### src/design/bsmv_pkg.sv
// ----------------------------------------------------------------------------
// bsmv_pkg
// Types and constants of the binary sparse mat-vec power unit.
// ----------------------------------------------------------------------------
package bsmv_pkg;

   typedef enum logic [1:0] {
      REQ_CLEAR = 2'd0,
      REQ_ADD   = 2'd1,
      REQ_LOAD  = 2'd2,
      REQ_START = 2'd3
   } req_kind_type;

   localparam logic [1:0] CSR_DIMENSION   = 2'd0;
   localparam logic [1:0] CSR_CHAIN_MODE  = 2'd1;
   localparam logic [1:0] CSR_POWER_COUNT = 2'd2;

   localparam logic [6:0] DIM_RESET = 7'd64;

   typedef struct packed {
      req_kind_type kind;
      logic [5:0]   row;
      logic [5:0]   col;
      logic [5:0]   vix;
      logic [31:0]  value;
   } cmd_type;

   typedef struct packed {
      logic [6:0] dimension;
      logic       chain_mode;
      logic [3:0] power_count;
   } cfg_type;

   typedef enum logic [3:0] {
      ST_IDLE,
      ST_P_INIT,
      ST_P_RDNZ,
      ST_P_RDOP,
      ST_P_ACC,
      ST_SAT_RD,
      ST_SAT_WR,
      ST_OUT_RD,
      ST_OUT_WR
   } back_state_type;

endpackage

### src/design/bsmv_front.sv
// ----------------------------------------------------------------------------
// bsmv_front
// Request intake: decodes each beat and holds it in a two-entry queue.
// ----------------------------------------------------------------------------
module bsmv_front (
   input  logic              clock,
   input  logic              reset,
   input  logic              push,
   output logic              full,
   input  logic [1:0]        req_type,
   input  logic [5:0]        req_row_index,
   input  logic [5:0]        req_col_index,
   input  logic [5:0]        req_vector_index,
   input  logic [31:0]       req_vector_value,
   output logic              cmd_valid,
   output bsmv_pkg::cmd_type cmd,
   input  logic              cmd_pop
);
   import bsmv_pkg::*;

   cmd_type    slot_ff [2];
   logic       wr_ptr_ff, wr_ptr_in;
   logic       rd_ptr_ff, rd_ptr_in;
   logic [1:0] cnt_ff, cnt_in;
   logic       do_push, do_pop;
   cmd_type    beat;

   always_comb begin
      beat.kind  = req_kind_type'(req_type);
      beat.row   = req_row_index;
      beat.col   = req_col_index;
      beat.vix   = req_vector_index;
      beat.value = req_vector_value;
   end

   assign full      = (cnt_ff == 2'd2);
   assign cmd_valid = (cnt_ff != 2'd0);
   assign cmd       = slot_ff[rd_ptr_ff];
   assign do_push   = push && !full;
   assign do_pop    = cmd_pop && cmd_valid;

   always_comb begin
      wr_ptr_in = wr_ptr_ff ^ do_push;
      rd_ptr_in = rd_ptr_ff ^ do_pop;
      cnt_in    = cnt_ff + 2'(do_push) - 2'(do_pop);
   end

   always_ff @(posedge clock) begin
      if (reset) begin
         wr_ptr_ff <= 1'b0;
         rd_ptr_ff <= 1'b0;
         cnt_ff    <= 2'd0;
      end else begin
         wr_ptr_ff <= wr_ptr_in;
         rd_ptr_ff <= rd_ptr_in;
         cnt_ff    <= cnt_in;
      end
   end

   always_ff @(posedge clock) begin
      if (do_push) begin
         slot_ff[wr_ptr_ff] <= beat;
      end
   end
endmodule

### config.mk
export PLATFORM = sky130hd
export DESIGN_NAME = bsmv_front
export DESIGN_NICKNAME = d
export VERILOG_FILES = /design/src/design/bsmv_pkg.sv /design/src/design/bsmv_front.sv
export SDC_FILE = /design/constraint.sdc
export NUM_CORES = 1
export LEC_CHECK = 0
export BUFFER_PORTS_ARGS = -buffer_cell sky130_fd_sc_hd__buf_2
export CAP_MARGIN = 40
export CORE_ASPECT_RATIO = 0.5
export CORE_MARGIN = 2
export CORE_UTILIZATION = 47
export DETAILED_ROUTE_END_ITERATION = 16
export PLACE_DENSITY_LB_ADDON = 0.08
export SETUP_SLACK_MARGIN = 0.5
export SLEW_MARGIN = 20
export SYNTH_ARGS = -nofsm -noshare
export SYNTH_HDL_FRONTEND = slang
export SYNTH_SLANG_ARGS = --single-unit
### constraint.sdc
create_clock -name clock -period 2.1 [get_ports clock]
set_input_delay 0.21 -clock clock [delete_from_list [all_inputs] [get_ports clock]]
set_output_delay 0.21 -clock clock [all_outputs]
set_load 0.02 [all_outputs]
======== After elaboration in Yosys (flattened, before gate mapping) ========
Memories as Yosys holds them, arrays and structs flattened. A register that Yosys moved wholly into a read port is not among the register bits.
Index checks and enable logic that the tools add are counted.
word-level totals
  word-level logic and storage cells ...... 16
  output and inout bits ................... 54
  register bits ........................... 4
  memories ................................ 1
  memory bits (writable) .................. 104
memories
  name     depth  width  read ports  clocked after Yosys merged registers in  wr ports  RTL line          text
  slot_ff  2      52     1           1                                        1         bsmv_front.sv:21  cmd_type slot_ff [2];
cells by class
  add/subtract/negate cells ............... 2
  multiplexer cells ....................... 3
  eq/ne operators ......................... 1
  bitwise operators ....................... 2
  reductions and logical operators ........ 4
operator list
  operator            number
  $mux 1              3
  $add 2x1->2         1
  $eq 2x2->1 const B  1
  $logic_and 1x1->1   2
  $reduce_bool 2->1   1
  $sub 2x1->2         1
  $xor 1x1->1         2
  $logic_not 1->1     1

======== Depth between registers and ports, before layout ========
Gate-level depths: netlist (run 1).
  depth after elaboration ................. 5
  depth in mapped cells ................... 7

======== Worst setup path before layout (run 1) ========
No wires, ideal clock.
  path kind ............................... reg2reg
  from .................................... register cnt_ff[0]
  to ...................................... memory slot_ff[1][0] in the netlist's numbering, enable pin
  data arrival time ....................... 1902 ps
  library setup time ...................... 415 ps
  cell stages (with the launch flop) ...... 4
  path slack .............................. -218 ps
  path through ............................ dfxtp_1 > nand2b_1 > and2_1 > ha_1
on the way
  longest elaborated chain between the ends .. 5
RTL lines
  item                          RTL line          text
  start, declared               bsmv_front.sv:24  logic [1:0] cnt_ff, cnt_in;
  start signal, assigned        bsmv_front.sv:56  cnt_ff <= cnt_in;
  $eq 2x2->1                    bsmv_front.sv:36  assign full = (cnt_ff == 2'd2);
  $logic_not 1->1               bsmv_front.sv:39  assign do_push = push && !full;
  $logic_and 1x1->1             bsmv_front.sv:39
  $mux 1                        bsmv_front.sv:61  if (do_push) begin
  $mux 1 (not written as such)  bsmv_front.sv:62  slot_ff[wr_ptr_ff] <= beat;
  end, declared                 bsmv_front.sv:21
Every way passes these cells.

==> out/results.tsv, run 1 <==
metric	value	unit
number of fill cells	611	
first-pass GRT wire length	10.5	mm
Synth Area in XOR/XNOR	0.562	%
EDFF count, synth	104	
Clk Latency, worst-skew pair	330	ps
n_diodes	0	
outcome	finished clean	
top post-synthesis cells by area	edfxtp_1 (78%), mux2_2 (14%), dfxtp_1 (2.0%)	
ys flop type	edfxtp_1	
pre-CTS WS	443	ps
Max Cap Viol	0	
Setup CP Type	reg2out	
most common library cells after synthesis	edfxtp_1 (104), mux2_2 (49), buf_6 (6)	
Fin Clk Skew	6.13	ps
asr flop ratio synth	0	%
Die ar.	9320	um^2
Clock transition at path regs	70	ps
Hold Crit Class	in2reg	
Initial Utilization	49.2	%
drt total wl	6.91	mm
normalized max-slew margin	86.1	%
Worst Slack Setup Final	446	ps
Leak	1.94	nW
main combinational cell family by area after synthesis	multiplexers	
final hold violations	0	
Antenna Nets Post-Route	0	
Mapped Cells	185	
sequential fraction of the synthesis area	80.0	%
final cycle utilization of the critical path	78.8	%
post-synth top area share	78.0	%
Cell Pwr Density	1220	nW/um^2
dpl hpwl	4.44	mm
area leader, netlist	edfxtp_1	
placed insts	406	
unrepaired setup endpoints after global routing	true	
startpoint types	flip-flop	
top-count cell post-synth	edfxtp_1	
sequential power share	44.9	%
drt wl/cell	16.2	um
Finish-stage setup viols	0	
drt drc	0	
synthesized area	4010	um^2
max-slew violations	0	
final core occ	63.0	%
Pint	4.54	mW
Synth cell types	15	
Max Clk Rate	604	MHz
Die W	135	um
CP required	1890	ps
total grt overflow	0	
CTS tree	done	
simple-gate share of the synthesized area	1.16	%
Worst VDD drop	637	uV
core area	8140	um^2
Net Sw Frac	27.7	%
Least-Margin Pin Slew	209	ps
GRT Total Usage	14.9	%
nature of the critical path endpoint	output port	
Post-Route Setup TNS	0	ps
Synth Net Count	245	
multiplexer area fraction after synthesis	14.9	%
Compound-Gate Fraction of Synth Area	0.187	%
TritonCTS buffer count	9	
vias per cell	4.77	
# port buffers	109	
synthesized-area fraction occupied by adder cells	1.25	%
initial antenna violation count	0	
clock power share	27.2	%
I/O Pins	110	
CP max FO	15	
Die H	69.3	um
# nets final	369	
drt pass-1 iters	4	
min cycle time layout	1650	ps
layout cell share with drive strength beyond 1	59.1	%
clock sink count	108	
First DRT Iteration DRCs	109	
vias post-DR	2029	
root buffer cell	clkbuf_16	
Clock Path Buffers	2	
Final Non-Filler Cells	425	
vias in the first global route	2161	
Synth Register Bits	108	
H-tree levels	3	
Logic pwr share	27.8	%
synthesis warning total	0	
largest net degree at the start of global routing	37	
Core Rows	23	
Critical Path AT	1440	ps
synth-to-layout area growth	28.1	%
gpl congestion	0.682	
switching power	1.74	mW
synthesized area per cell	21.6	um^2
registers in the layout (all words and copies together) (netlist names):
| name | flops |
|---|---|
| rd_ptr_ff | 1 |
| wr_ptr_ff | 1 |
| slot_ff | 104 |
| cnt_ff | 2 |
through the flow:
stage,hold slack [ps],cell area [um^2],power (mW)
2_1_floorplan,277,4010,4.00
3_3_place_gp,399,4700,4.46
3_5_place_dp,402,4700,4.50
4_1_cts,45.5,5040,6.27
5_1_grt,44.5,5130,6.59
6_report,58.4,5130,6.29
metal layers:
layer | wire, um | global-route usage (%)
met3 | 555 | 7.16
met5 | 0 | 0
met2 | 3230 | 24.5
met1 | 3040 | 17.3
met4 | 74 | 4.91
layout make-up:
cell class | instances | area (um^2) | area share [%]
sequential | 108 | 3210 | 62.5
multi-input combinational | 68 | 738 | 14.4
timing repair buffer | 119 | 727 | 14.2
clock buffer | 11 | 233 | 4.54
tap | 112 | 140 | 2.73
clock inverter | 4 | 75.1 | 1.46
inverter | 3 | 11.3 | 0.219
worst max-delay path: stages, from the launching register on:
cell and delay (ps):
dfxtp_4 410, clkbuf_16 200, mux2_2 340, buf_2 160
worst paths after layout:
kind / start / endpoint / slack [ps] / cells past startpoint
max reg2reg: cnt_ff[0] / slot_ff[0][45] / 570 / 4
min: req_vector_value[11] / slot_ff[0][11] / 60 / 1
max: rd_ptr_ff / cmd[26] / 450 / 3
min reg2reg: wr_ptr_ff / wr_ptr_ff / 630 / 3
power by group through the flow:
stage | sequential (mW) | combinational [mW] | clock [mW]
floorplan | 2.83 | 1.17 | 0
global placement | 2.83 | 1.62 | 0
detailed placement | 2.85 | 1.65 | 0
CTS | 2.82 | 1.69 | 1.76
global route | 2.85 | 1.89 | 1.84
finish | 2.83 | 1.75 | 1.71
layout by cell type (no fill, tap or decap), drive strengths merged:
master,Yosys,layout
edfxtp,104,104
nand2b,1,1
nor2,3,3
bufinv,0,2
o21a,1,1
or2,1,1
xnor3,1,1
dfxtp,4,4
ha,4,4
and2,1,1
nand2,1,1
clkinvlp,0,2
clkbuf,0,14
buf,6,116
nor2b,2,2
mux2,53,53
inv,3,3
cells by family (layout without fill, tap and decap cells):
group                      after synthesis  count (layout)
and+or+nand+nor                          9               9
AOI/OAI and AO/OA                        1               1
muxes                                   53              53
DFF                                    108             108
buffers and inverters                    9             137
xor gates and xnor gates                 1               1
adders and majority gates                4               4
what timing repair did:
action,CTS,global route
cloned,0,3
gates resized for setup,7,2
endpoints found under the hold margin,0,0
endpoints found under the setup margin,96,103
buffers inserted,0,1
hold buffers,0,0
Note: power is estimated with default switching activity, not from simulation.
==> inputs of run 2 (changes only) <==
- clock period: 2.1 -> 1.55 ns (I/O delays scaled with it)
==> run 2 against run 1 <==
  * The run now ends with setup timing left
  * Largest power group is now combinational logic
  * Highest routed layer unchanged
  * Critical path depth is the same
  * Via count up 17%
  * Global-route usage is 4.9 points higher
  * First-iteration DRC count increased by 40%
  * Sequential power grew 37%
  * Die area stayed put
  * Clock skew up 3.4 ps
==> out/results.tsv, run 2 (synthesis gave the netlist of run 1 again) <==
metric	value	unit	change
outcome	finished with violations		
failing checks	setup timing		
Least-Margin Pin Slew	146	ps	-63.2 ps
# port buffers	109		unchanged
vias per cell	4.70		-1.6%
layout cell share with drive strength beyond 1	60.3	%	+1.2 points
Clk Latency, worst-skew pair	350	ps	+20 ps
vias post-DR	2372		+17%
clock power share	22.7	%	-4.5 points
vias in the first global route	2476		+15%
synth-to-layout area growth	66.9	%	
largest net degree at the start of global routing	18		-51%
Die ar.	9320	um^2	unchanged
Die W	135	um	unchanged
RR Startpoint	cnt_ff[0]		
Die H	69.3	um	unchanged
max reg flops	104		unchanged
total grt overflow	0		unchanged
Max Cap Viol	0		unchanged
Leak	2.69	nW	+38%
max-slew violations	0		unchanged
FF-to-FF End	slot_ff[0][7]		
TritonCTS buffer count	9		unchanged
top flop regs	slot_ff (104), cnt_ff (2)		
Worst VDD drop	1300	uV	+100%
CP required	1390	ps	-500 ps
drt drc	0		unchanged
# nets final	448		+21%
most frequent cells in the layout	edfxtp_1 (104), buf_2 (84), mux2_4 (50)		
startpoint types	flip-flop		
Fin Clk Skew	9.53	ps	+3.41 ps
Initial Utilization	49.2	%	unchanged
GRT Total Usage	19.7	%	+4.9 points
Worst Slack Setup Final	-49.3	ps	-495 ps
min cycle time layout	1600	ps	
initial antenna violation count	0		unchanged
met2 WL post-DR	4.39	mm	+36%
nature of the critical path endpoint	output port		
Core Rows	23		unchanged
CTS tree	done		
Pint	7.56	mW	+66%
First DRT Iteration DRCs	153		+40%
Logic pwr share	40.1	%	+12 points
Hold Crit Start	req_vector_value[16]		
final cycle utilization of the critical path	103	%	
switching power	2.86	mW	+64%
final core occ	82.1	%	+19 points
final hold violations	0		unchanged
drt pass-1 iters	4		unchanged
Cell Pwr Density	1560	nW/um^2	+27%
sequential power share	37.2	%	-7.7 points
cell area after layout	6690	um^2	+30%
I/O Pins	110		unchanged
normalized max-slew margin	90.3	%	+4.2 points
drt wl/cell	17.6	um	+8.6%
Net Sw Frac	27.4	%	-0.31 points
gpl congestion	0.681		-0.10%
placed insts	408		+0.49%
Hold Crit Class	in2reg		
Critical Path AT	1440	ps	about the same
R2R cell count	6		+2
unrepaired setup endpoints after global routing	true		
Setup CP Type	reg2out		
Antenna Nets Post-Route	0		unchanged
commonest non-fill, non-tap cell in the layout	edfxtp_1		
core area	8140	um^2	unchanged
Worst Hold Path EP	slot_ff[0][16]		
H-tree levels	3		unchanged
Power, Total	10.4	mW	+66%
clock sink count	108		unchanged
top sig layer	met4		
worst reg2reg setup slack	30	ps	-540 ps
Biggest register	slot_ff		
DRT met1 WL	3.92	mm	+29%
met3 WL post-DR	501	um	-9.7%
root buffer cell	clkbuf_16		
Final Non-Filler Cells	505		+19%
number of fill cells	418		-32%
Post-Route Setup TNS	-1020	ps	-1020 ps
Finish-stage setup viols	46		+46
drt total wl	8.91	mm	+29%
Clock Path Buffers	2		unchanged
hold-critical path depth	1		unchanged
area post-placement	5000	um^2	+6.3%
n_diodes	0		unchanged
Max Clk Rate	625	MHz	
CP max FO	14		-1
first-pass GRT wire length	13.3	mm	+27%
dpl hpwl	4.61	mm	+3.8%
Clock transition at path regs	70	ps	about the same
==> run 2: cell count changes in the layout (fill, tap and decap cells not counted), sizes merged <==
cell	change
clkinv	+2
dlygate4sd3	+42
buf	+37
clkinvlp	-1
==> run 2: final cells by class <==
type                       count  area (um^2)  area share (%)
clock buffer                  11          233            3.48
inverter                       3         11.3           0.168
multi-input combinational     68          991            14.8
timing repair buffer         198         2020            30.3
tap                          112          140            2.10
sequential                   108         3210            48.0
clock inverter                 5         76.3            1.14
==> run 2: worst max-delay path: stages (launching register included) <==
cell and delay, ps:
dfxtp_4 430, buf_12 190, mux2_4 320, buf_2 170
==> run 2: routing by layer <==
layer / vias to the layer above / global-route usage (%)
met3: 11 / 6.73
met1: 1155 / 24.5
met4: 0 / 5.38
met5: - / 0
li1: 1135 / -
met2: 71 / 33.4
==> run 2: stage by stage <==
stage	worst slack, ps	hold slack (ps)
floorplan	102	219
finish	-49.3	10.5
global route	-98.3	-0.923
detailed placement	146	346
CTS	-49.1	0.432
global placement	217	342
==> run 2: power groups by stage <==
stage	clock network, mW	logic [mW]	registers (mW)
after floorplan	0	1.96	3.86
after global placement	0	2.61	3.92
after detailed placement	0	2.64	3.95
after CTS	2.39	3.79	3.87
after global routing	2.54	4.39	3.90
final	2.36	4.18	3.87
==> run 2: timing repair <==
action | CTS | global route
hold buffers | 37 | 5
setup buffers | 18 | 5
endpoints found under the hold margin | 74 | 9
gates resized for setup | 63 | 28
pin swaps | 5 | 4
setup endpoints to repair | 161 | 162
cloned | 13 | 3
==> run 2: how the worst max path moves through the flow <==
stage                   start            end  slack [ps]
detailed placement  cnt_ff[1]      cnt_ff[1]         150
CTS                 rd_ptr_ff        cmd[11]         -50
finish              rd_ptr_ff         cmd[8]         -50
global placement    rd_ptr_ff        cmd[18]         220
floorplan           cnt_ff[0]  slot_ff[0][0]         100
global route        rd_ptr_ff         cmd[8]        -100
